==> config.mk <==
export PLATFORM = sky130hd
export DESIGN_NAME = sorted_priority_queue_unit
export DESIGN_NICKNAME = d
export VERILOG_FILES = /design/src/rtl/spq_pkg.sv /design/src/rtl/spq_cell.sv /design/src/rtl/sorted_priority_queue_unit.sv
export SDC_FILE = /design/constraint.sdc
export NUM_CORES = 2
export LEC_CHECK = 0
export BUFFER_PORTS_ARGS = -buffer_cell sky130_fd_sc_hd__buf_4
export CAP_MARGIN = 20
export CORE_ASPECT_RATIO = 0.7
export CORE_MARGIN = 2
export CORE_UTILIZATION = 50
export CTS_BUF_LIST = sky130_fd_sc_hd__clkbuf_2
export DETAILED_ROUTE_END_ITERATION = 7
export PLACE_DENSITY = 0.64
export RECOVER_POWER = 100
export SLEW_MARGIN = 20
export SYNTH_ARGS = -nofsm -noshare
export SYNTH_HDL_FRONTEND = slang
export SYNTH_SLANG_ARGS = --single-unit
==> constraint.sdc <==
create_clock -name clk -period 19.55 [get_ports clk]
set_clock_uncertainty 0.1 [all_clocks]
set_input_delay 1.955 -clock clk [delete_from_list [all_inputs] [get_ports clk]]
set_output_delay 1.955 -clock clk [all_outputs]
set_load 0.02 [all_outputs]
==> src/rtl/spq_pkg.sv <==
// ----------------------------------------------------------------------------
// spq_pkg
// Shared constants and types for the sorted priority queue and its cells.
// ----------------------------------------------------------------------------
package spq_pkg;

  localparam int DEPTH   = 16;
  localparam int DATA_W  = 32;
  localparam int CNT_W   = $clog2(DEPTH + 1);

  // Operation codes on the input channel.
  localparam logic [1:0] OP_ENQUEUE  = 2'd0;
  localparam logic [1:0] OP_DEQUEUE  = 2'd1;
  localparam logic [1:0] OP_TRAVERSE = 2'd2;

  // Status codes on the output channel.
  localparam logic [2:0] ST_ACCEPTED = 3'd0;
  localparam logic [2:0] ST_REMOVED  = 3'd1;
  localparam logic [2:0] ST_LISTED   = 3'd2;
  localparam logic [2:0] ST_EMPTY    = 3'd3;
  localparam logic [2:0] ST_FULL     = 3'd4;

  // Command broadcast to every cell of the chain.
  typedef enum logic [1:0] {
    CELL_HOLD,
    CELL_INSERT,
    CELL_REMOVE,
    CELL_ROTATE
  } cell_cmd_t;

  // What one cell shows to its neighbours.
  typedef struct packed {
    logic                     valid;
    logic                     gt;
    logic signed [DATA_W-1:0] data;
    logic signed [DATA_W-1:0] prio;
  } cell_link_t;

endpackage

==> src/rtl/spq_cell.sv <==
// ----------------------------------------------------------------------------
// spq_cell
// One slot of the sorted chain: holds an entry and moves it to a neighbour.
// ----------------------------------------------------------------------------
module spq_cell (
  input  logic                             clk,
  input  logic                             rst,
  input  spq_pkg::cell_cmd_t               cmd,
  input  logic signed [spq_pkg::DATA_W-1:0] new_data,
  input  logic signed [spq_pkg::DATA_W-1:0] new_prio,
  input  logic signed [spq_pkg::DATA_W-1:0] head_data,
  input  logic signed [spq_pkg::DATA_W-1:0] head_prio,
  input  spq_pkg::cell_link_t              left,
  input  spq_pkg::cell_link_t              right,
  output spq_pkg::cell_link_t              self
);

  logic                             valid;
  logic signed [spq_pkg::DATA_W-1:0] data;
  logic signed [spq_pkg::DATA_W-1:0] prio;
  logic                             gt;
  logic                             take_new;

  // The new entry goes behind every entry of lower or equal priority.
  assign gt       = valid && (prio > new_prio);
  assign take_new = (gt || !valid) && left.valid && !left.gt;

  assign self.valid = valid;
  assign self.gt    = gt;
  assign self.data  = data;
  assign self.prio  = prio;

  always_ff @(posedge clk) begin
    if (rst) begin
      valid <= 1'b0;
    end else begin
      case (cmd)
        spq_pkg::CELL_INSERT: begin
          if (left.gt) begin
            data  <= left.data;
            prio  <= left.prio;
            valid <= 1'b1;
          end else if (take_new) begin
            data  <= new_data;
            prio  <= new_prio;
            valid <= 1'b1;
          end
        end
        spq_pkg::CELL_REMOVE: begin
          data  <= right.data;
          prio  <= right.prio;
          valid <= right.valid;
        end
        spq_pkg::CELL_ROTATE: begin
          // The tail cell takes the head so the list comes back in order.
          if (right.valid) begin
            data <= right.data;
            prio <= right.prio;
          end else if (valid) begin
            data <= head_data;
            prio <= head_prio;
          end
        end
        default: begin
        end
      endcase
    end
  end

endmodule

==> src/rtl/sorted_priority_queue_unit.sv <==
// ----------------------------------------------------------------------------
// sorted_priority_queue_unit
// Bounded priority queue kept sorted in a chain of cells.
// ----------------------------------------------------------------------------
// The input channel carries one command beat: op selects enqueue, dequeue of
// the head or a traverse of all entries; item_data and item_priority are used
// by an enqueue only. Op code 3 is dropped without a result.
// The output channel carries result beats with status, out_data and last;
// last marks the final beat caused by one command.
// A command beat is held in an input register and is worked on once the
// output register is free, which then takes its first result. The input
// register stands busy while it holds a command, so a new command is taken
// only after the current one has been worked on. A traverse first sets up
// its count of entries and then, while the receiver does not stall, gives
// one beat per cycle for every stored entry; the chain rotates by one place
// per listed beat and is back in its original order at the end.
// The output register holds a finished beat while the receiver stalls, and a
// further command is still taken into the input register meanwhile; work on
// it waits until the output register is free.
// Reset empties the queue and drops any command or result in flight.
// ----------------------------------------------------------------------------
module sorted_priority_queue_unit (
  input  logic                             clk,
  input  logic                             rst,
  input  logic                             in_valid,
  output logic                             in_stall,
  input  logic [1:0]                       op,
  input  logic signed [spq_pkg::DATA_W-1:0] item_data,
  input  logic signed [spq_pkg::DATA_W-1:0] item_priority,
  output logic                             out_valid,
  input  logic                             out_stall,
  output logic [2:0]                       status,
  output logic signed [spq_pkg::DATA_W-1:0] out_data,
  output logic                             last
);

  typedef enum logic {
    IDLE,
    LIST
  } state_t;

  state_t                           state;
  logic                             in_reg_valid;
  logic [1:0]                       in_op;
  logic signed [spq_pkg::DATA_W-1:0] in_data;
  logic signed [spq_pkg::DATA_W-1:0] in_prio;
  logic [spq_pkg::CNT_W-1:0]        occupancy;
  logic [spq_pkg::CNT_W-1:0]        remaining;

  spq_pkg::cell_cmd_t  cell_cmd;
  spq_pkg::cell_link_t link [spq_pkg::DEPTH];
  spq_pkg::cell_link_t sentinel;
  spq_pkg::cell_link_t tail_end;

  logic slot_free;
  logic go;
  logic full;
  logic empty;
  logic beat_out;

  assign in_stall  = in_reg_valid;
  assign slot_free = !out_valid || !out_stall;
  assign go        = (state == IDLE) && in_reg_valid && slot_free;
  assign full      = link[spq_pkg::DEPTH-1].valid;
  assign empty     = !link[0].valid;

  // Left of the head sits a filled slot that never outranks the new entry,
  // and right of the tail an empty one.
  always_comb begin
    sentinel       = '0;
    sentinel.valid = 1'b1;
    tail_end       = '0;
  end

  always_comb begin
    cell_cmd = spq_pkg::CELL_HOLD;
    if (go) begin
      if (in_op == spq_pkg::OP_ENQUEUE && !full) begin
        cell_cmd = spq_pkg::CELL_INSERT;
      end else if (in_op == spq_pkg::OP_DEQUEUE && !empty) begin
        cell_cmd = spq_pkg::CELL_REMOVE;
      end
    end else if (state == LIST && slot_free) begin
      cell_cmd = spq_pkg::CELL_ROTATE;
    end
  end

  // A new beat is loaded into the output register in this cycle.
  always_comb begin
    beat_out = 1'b0;
    if (go) begin
      if (in_op == spq_pkg::OP_ENQUEUE || in_op == spq_pkg::OP_DEQUEUE) begin
        beat_out = 1'b1;
      end else if (in_op == spq_pkg::OP_TRAVERSE) begin
        beat_out = empty;
      end
    end else if (state == LIST && slot_free) begin
      beat_out = 1'b1;
    end
  end

  for (genvar i = 0; i < spq_pkg::DEPTH; i++) begin : g_cell
    spq_pkg::cell_link_t left_link;
    spq_pkg::cell_link_t right_link;

    if (i == 0) begin : g_head
      assign left_link = sentinel;
    end else begin : g_mid
      assign left_link = link[i-1];
    end

    if (i == spq_pkg::DEPTH - 1) begin : g_tail
      assign right_link = tail_end;
    end else begin : g_body
      assign right_link = link[i+1];
    end

    spq_cell u_cell (
      .clk       (clk),
      .rst       (rst),
      .cmd       (cell_cmd),
      .new_data  (in_data),
      .new_prio  (in_prio),
      .head_data (link[0].data),
      .head_prio (link[0].prio),
      .left      (left_link),
      .right     (right_link),
      .self      (link[i])
    );
  end

  always_ff @(posedge clk) begin
    if (rst) begin
      state        <= IDLE;
      in_reg_valid <= 1'b0;
      out_valid    <= 1'b0;
      occupancy    <= '0;
      remaining    <= '0;
    end else begin
      if (beat_out) begin
        out_valid <= 1'b1;
      end else if (!out_stall) begin
        out_valid <= 1'b0;
      end

      if (in_valid && !in_stall) begin
        in_reg_valid <= 1'b1;
        in_op        <= op;
        in_data      <= item_data;
        in_prio      <= item_priority;
      end

      unique case (state)
        IDLE: begin
          if (go) begin
            in_reg_valid <= 1'b0;
            unique case (in_op)
              spq_pkg::OP_ENQUEUE: begin
                out_data  <= '0;
                last      <= 1'b1;
                if (full) begin
                  status <= spq_pkg::ST_FULL;
                end else begin
                  status    <= spq_pkg::ST_ACCEPTED;
                  occupancy <= occupancy + spq_pkg::CNT_W'(1);
                end
              end
              spq_pkg::OP_DEQUEUE: begin
                last      <= 1'b1;
                if (empty) begin
                  status   <= spq_pkg::ST_EMPTY;
                  out_data <= '0;
                end else begin
                  status    <= spq_pkg::ST_REMOVED;
                  out_data  <= link[0].data;
                  occupancy <= occupancy - spq_pkg::CNT_W'(1);
                end
              end
              spq_pkg::OP_TRAVERSE: begin
                if (empty) begin
                  status    <= spq_pkg::ST_EMPTY;
                  out_data  <= '0;
                  last      <= 1'b1;
                end else begin
                  state     <= LIST;
                  remaining <= occupancy;
                end
              end
              default: begin
              end
            endcase
          end
        end
        LIST: begin
          if (slot_free) begin
            status    <= spq_pkg::ST_LISTED;
            out_data  <= link[0].data;
            last      <= (remaining == spq_pkg::CNT_W'(1));
            remaining <= remaining - spq_pkg::CNT_W'(1);
            if (remaining == spq_pkg::CNT_W'(1)) begin
              state <= IDLE;
            end
          end
        end
        default: begin
          state <= IDLE;
        end
      endcase
    end
  end

endmodule

== Word-level counts from Yosys, hierarchy flattened ==
Index checks and enable logic that the tools add are counted.
Word-level totals
  bits in registers: 1155
  input port bits: 70
Cells by class
  add/subtract/negate cells: 3
  order comparisons: 16
  equality and inequality tests: 48
  mux-type cells: 246
  bitwise operators: 2
  reductions and logical operators: 146
Operator list (number)
  $mux 32: 126
  $pmux 32 s3: 33
  $gt 32x32->1: 16
  $ne 3x1->1 const B: 29
  $reduce_and 4->1: 17
  $pmux 32 s2: 1
  $logic_and 1x1->1: 52
  $mux 1: 48
  $pmux 1 s2: 19
  $logic_not 1->1: 34
  $reduce_and 2->1: 17
  $mux 5: 6
  $pmux 5 s2: 2
  $logic_or 1x1->1: 18
  $ne 2x1->1 const B: 8
  $reduce_and 5->1: 3
  $mux 3: 4
  $mux 2: 5
  $sub 5x1->5 const B: 2
  $pmux 3 s3: 1
  $eq 2x2->1 const B: 3
  $pmux 3 s2: 1
  $add 5x1->5 const B: 1
  $eq 5x1->1 const B: 1
  10 further kinds: 14

== Logic depth before layout (Yosys ltp) ==
  depth in word-level cells: 8
  depth in mapped cells: 14

== Cells and area by module ==
Synthesis repeated with hierarchy kept, for this count alone.
Unflattened totals
  cells, all modules: 8075
  area, all modules: 80453.4 um^2
Modules (own cells, without submodules)
  spq_cell at g_cell[0].u_cell ...: instances 9, cells an instance 487, area an instance 4750.8 um^2
  spq_cell at g_cell[3].u_cell ...: instances 6, cells an instance 489, area an instance 4768.3 um^2
  spq_cell at g_cell[9].u_cell: instances 1, cells an instance 489, area an instance 4764.6 um^2
  sorted_priority_queue_unit: instances 1, cells an instance 269, area an instance 4321.6 um^2

== Worst setup path before layout ==
Ideal clock, no wire load.
  kind: in2reg
  start point: input out_stall
  end point: register g_cell[7].u_cell.data[0] (netlist bit) (enable)
  arrival: 13.220 ns
  data required time: 18.622 ns
  setup slack: 5.402 ns
  stages: 9
  buffers on the path: 3
  path through: nand2_1 > o21ai_0 > inv_1 > ha_1 > clkbuf_1 > clkbuf_1 > clkbuf_1 > and3_1 > a2111oi_0
On the way
  word-level cells in the longest chain between the ends: 8
  elaborated cells between the ends (all ways): 13
  those cells by class: 5 x eq/ne; 2 x mux; 6 x reduce/logical
Ends and longest elaborated chain
  start: declaration: RTL line sorted_priority_queue_unit.sv:31  | input logic out_stall,
  $logic_not 1->1 (*)
  $logic_or 1x1->1 (*): RTL line sorted_priority_queue_unit.sv:62  | assign slot_free = !out_valid || !out_stall;
  $logic_and 1x1->1: RTL line sorted_priority_queue_unit.sv:83  | end else if (state == LIST && slot_free) begin
  $mux 2: RTL line sorted_priority_queue_unit.sv:83
  $mux 2 (*): RTL line sorted_priority_queue_unit.sv:77  | if (go) begin
  $eq 2x2->1 / $eq 2x1->1 (equally long branches): RTL line spq_cell.sv:37  | case (cmd)
  $ne 3x1->1 (no line) / $reduce_bool 3->1 (equally long branches)
  $reduce_and 4->1 (no line) (*)
  end signal: assignment: RTL line spq_cell.sv:40  | data <= left.data;
  end signal: assignment: RTL line spq_cell.sv:44  | data <= new_data;
  end signal: assignment: RTL line spq_cell.sv:50  | data <= right.data;
  end: declaration: RTL line spq_cell.sv:19  | logic signed [spq_pkg::DATA_W-1:0] data;
Every way passes the cells marked *; elsewhere a longest branch is shown, timed or not.
A chain may end at the register's enable or synchronous reset.

== Worst setup path after layout ==
  start point: register g_cell[15].u_cell.valid
  end point: register g_cell[14].u_cell.prio[29] (netlist bit) (data pin)
On the way
  word-level cells in the longest chain between the ends: 6
  elaborated cells between the ends (all ways): 9
  those cells by class: 3 x eq/ne; 4 x mux; 2 x reduce/logical
Ends and longest elaborated chain
  start: declaration: RTL line spq_cell.sv:18  | logic valid;
  start signal: assignment: RTL line spq_cell.sv:52  | valid <= right.valid;
  $logic_not 1->1: RTL line sorted_priority_queue_unit.sv:78  | if (in_op == spq_pkg::OP_ENQUEUE && !full) begin
  $logic_and 1x1->1: RTL line sorted_priority_queue_unit.sv:78
  $mux 2: RTL line sorted_priority_queue_unit.sv:78
  $mux 2: RTL line sorted_priority_queue_unit.sv:77
  $eq 2x2->1 / $eq 2x1->1 (equally long branches): RTL line spq_cell.sv:37
  $pmux 32 s3 (*): RTL line spq_cell.sv:37
  end signal: assignment: RTL line spq_cell.sv:41  | prio <= left.prio;
  end signal: assignment: RTL line spq_cell.sv:45  | prio <= new_prio;
  end signal: assignment: RTL line spq_cell.sv:51  | prio <= right.prio;
  end: declaration: RTL line spq_cell.sv:20  | logic signed [spq_pkg::DATA_W-1:0] prio;
Marks and branches as above.

==> out/results.ini <==
[outcome]
status = finished, violations left
violations = capacitance limit, slew limit

[cts]
numCtsBuffers = 310
clkSinkCount = 1155
cts_buffer_depth = 4
cts_setup_buffers = 0
cts.root.buffer_cell = clkbuf_2
clkLatencyLatePin_ns = 1.90
clk_pin_slew_ns = 0.12
htree_levels = 5
cts_tree = yes

[drt]
vias = 65860
avgRoutedWirePerCell_um = 33.72
drtIter0Drc = 11940
ant_nets = 0
routed_wl_um = 302600
drc = 0
vias_per_cell = 7.339
drt_pass1_iterations = 8

[placement]
dp_slack_ns = 12.82
placed_area_um2 = 74650
place_congestion = 1.028
port_buffers = 107
dp_hpwl_um = 178000

[synthesis]
synth_common_cells = edfxtp_1, nand2_1, o221ai_1
synth_seq_area_share_pct = 47.45
netlist.top_cell.by_area = edfxtp_1
synth_most_common_cell = edfxtp_1
synth_edf_count = 1126
synth-seq-cells = 1155
async_reset_ff_share_pct = 0
synthXorXnorAreaFrac_pct = 0.04833
synthMuxAreaShare_pct = 8.416
synth_top_cell_area_share_pct = 46.65
synth-simple-area-share_pct = 13.05
yosys-top-cells-area = edfxtp_1, ha_1, mux2i_1
synth_top_family_by_area = compound AO/OA/AOI/OAI gates
syn_area_per_cell_um2 = 10.38
ys_warn_count = 0
synth_cell_types = 73
synthCells = 6985
synth_compound_area_share_pct = 17.96
yosys.area_share.adder_pct = 9.072
synthesis.nets = 7580
synth_ff_type = edfxtp_1
netlist_area_um2 = 72490

[timing]
tns_ns = 0
drv_slew = 1964
rsz0062_at_grt = no
fmax_ghz = 0.07352
fin_crit_sh_pct = 69.58
fin_ws_ns = 5.948
relSlewSlack_pct = -239.7
tightest_slew_ns = 5.096
hold_viol_final = 0
period_needed_ns = 13.60
setup_viol = 0

[grt]
globalRouteTotalUtil_pct = 39.59
antenna_found_initial = 8
grt_max_degree = 214
grt_overflow = 0
grt_pass1_vias = 61080
grt_pass1_wl_um = 429700

[critical_path]
worstSetupPathType = flip-flop to flip-flop
crit_fanout = 52
worst_ep_arrival_time_ns = 15.08
worstSetupStartpointType = flip-flop
reg2reg_slack_ns = 5.95
cp-end-kind = flip-flop
worstPathRequired_ns = 21.02

[power_and_ir_drop]
power_frac_comb_pct = 12.2
p_leak_nw = 27.86
switching_power_w = 0.001636
p_clk_share_pct = 33.0
power.internal_w = 0.003629
p_per_area_nw_per_um2 = 68.66
vdd_drop_max_mv = 0.07458
seq_power_share_pct = 54.7
p_sw_share_pct = 31.07

[die]
ios = 108
rows = 116
dieArea_um2 = 148100
start_util_pct = 50.55
dieHeight_um = 322.6
die_w_um = 459.1
core_um2 = 143400

[final_layout]
drive_above_1_share_pct = 9.857
syn_to_final_growth_pct = 5.791
fin_area_um2 = 76680
fin_nets = 7490
fill_cells = 12880

[run]
max-cap-violations = 55

[worst_hold_path]
hold_path_class = primary input to flip-flop

registers in the layout, indices dropped and copies added, names as in the netlist:
signal,count
out_data,32
in_op,2
status,3
out_valid,1
in_stall,1
occupancy,5
remaining,5
g_cell.u_cell.data,512
g_cell.u_cell.valid,16
g_cell.u_cell.prio,512
state,1
in_prio,32
last,1
in_data,32
final cells by class:
cell class | count | area, µm² | share of cell area, %
Antenna cell | 15 | 37.54 | 0.04895
Clock buffer | 441 | 2207 | 2.878
Clock inverter | 47 | 231.5 | 0.3018
Inverter | 88 | 330.3 | 0.4307
Multi-Input combinational cell | 5095 | 35490 | 46.28
Sequential cell | 1155 | 34440 | 44.91
Tap cell | 1888 | 2362 | 3.080
Timing Repair Buffer | 245 | 1587 | 2.069
what timing repair did:
item | in CTS | in global routing
resized for setup | 0 | 0
hold buffers | 4 | 0
hold endpoints to repair | 4 | 0
critical path, stage by stage (launching register included):
cell      delay [ns]
dfxtp_1         1.91
inv_1           0.88
nand2_1         0.23
a41o_1          0.19
and2_0          0.22
ha_1            2.21
clkbuf_1        3.15
a21o_1          1.66
clkbuf_1        2.22
nand2_1         0.29
o221ai_1        0.18
through the flow:
stage                     util, %  total power (W)  hold WS (ns)  cells
after floorplan                 -         0.003293        0.3585   6985
after global placement      52.04         0.003522        0.3768   8465
after detailed placement    52.06         0.003541        0.3989   8466
after CTS                   53.79         0.005215      0.002022   8958
after global routing        53.46         0.005394        0.1827   8962
final                       53.48         0.005265        0.1619   8974
layer usage:
metal	routed length, µm	global-route usage, %
met3	56800	17.44
met1	118200	56.66
met5	78	0
met4	13850	16.91
met2	113700	50.97
cells in the final DEF, fill, tap and decap left out, drive strengths merged, types with 42 or more instances in the layout:
master  instances
edfxtp       1126
nand2         942
clkbuf        587
o221ai        572
mux2i         572
ha            524
a21oi         472
nor2          442
nand3         441
o211ai        327
o21ai         148
buf            94
inv            91
nand4          85
a221oi         77
a21o           68
nor2b          57
or3            42
clkinv         42
nor3           42
worst paths after layout:
check	start	to	depth (start not counted)
max	g_cell[15].u_cell.valid	g_cell[14].u_cell.prio[29]	10
min	item_priority[4]	in_prio[4]	1
max reg2reg	g_cell[15].u_cell.valid	g_cell[14].u_cell.prio[29]	10
min reg2reg	g_cell[13].u_cell.data[24]	g_cell[12].u_cell.data[24]	2
power by group through the flow:
stage / Sequential (W) / Combinational [W] / Clock [W]
after global placement: 0.00293 / 0.000596 / 0
after global routing: 0.00288 / 0.000674 / 0.00184
final: 0.00288 / 0.000644 / 0.00174
after CTS: 0.00287 / 0.000616 / 0.00173
after detailed placement: 0.00293 / 0.000615 / 0
after floorplan: 0.00288 / 0.000414 / 0
kinds of logic (layout without fill, tap and decap cells):
logic type | Yosys count | count (layout)
other | 0 | 15
XOR/XNOR | 4 | 4
buffers and inverters | 735 | 821
adder cells (fa/ha/maj) | 525 | 525
AO/OA/AOI/OAI | 1813 | 1813
AND/OR/NAND/NOR | 2148 | 2148
multiplexers | 605 | 605
flip-flops | 1155 | 1155
Note: power is estimated with default switching activity, not from simulation.
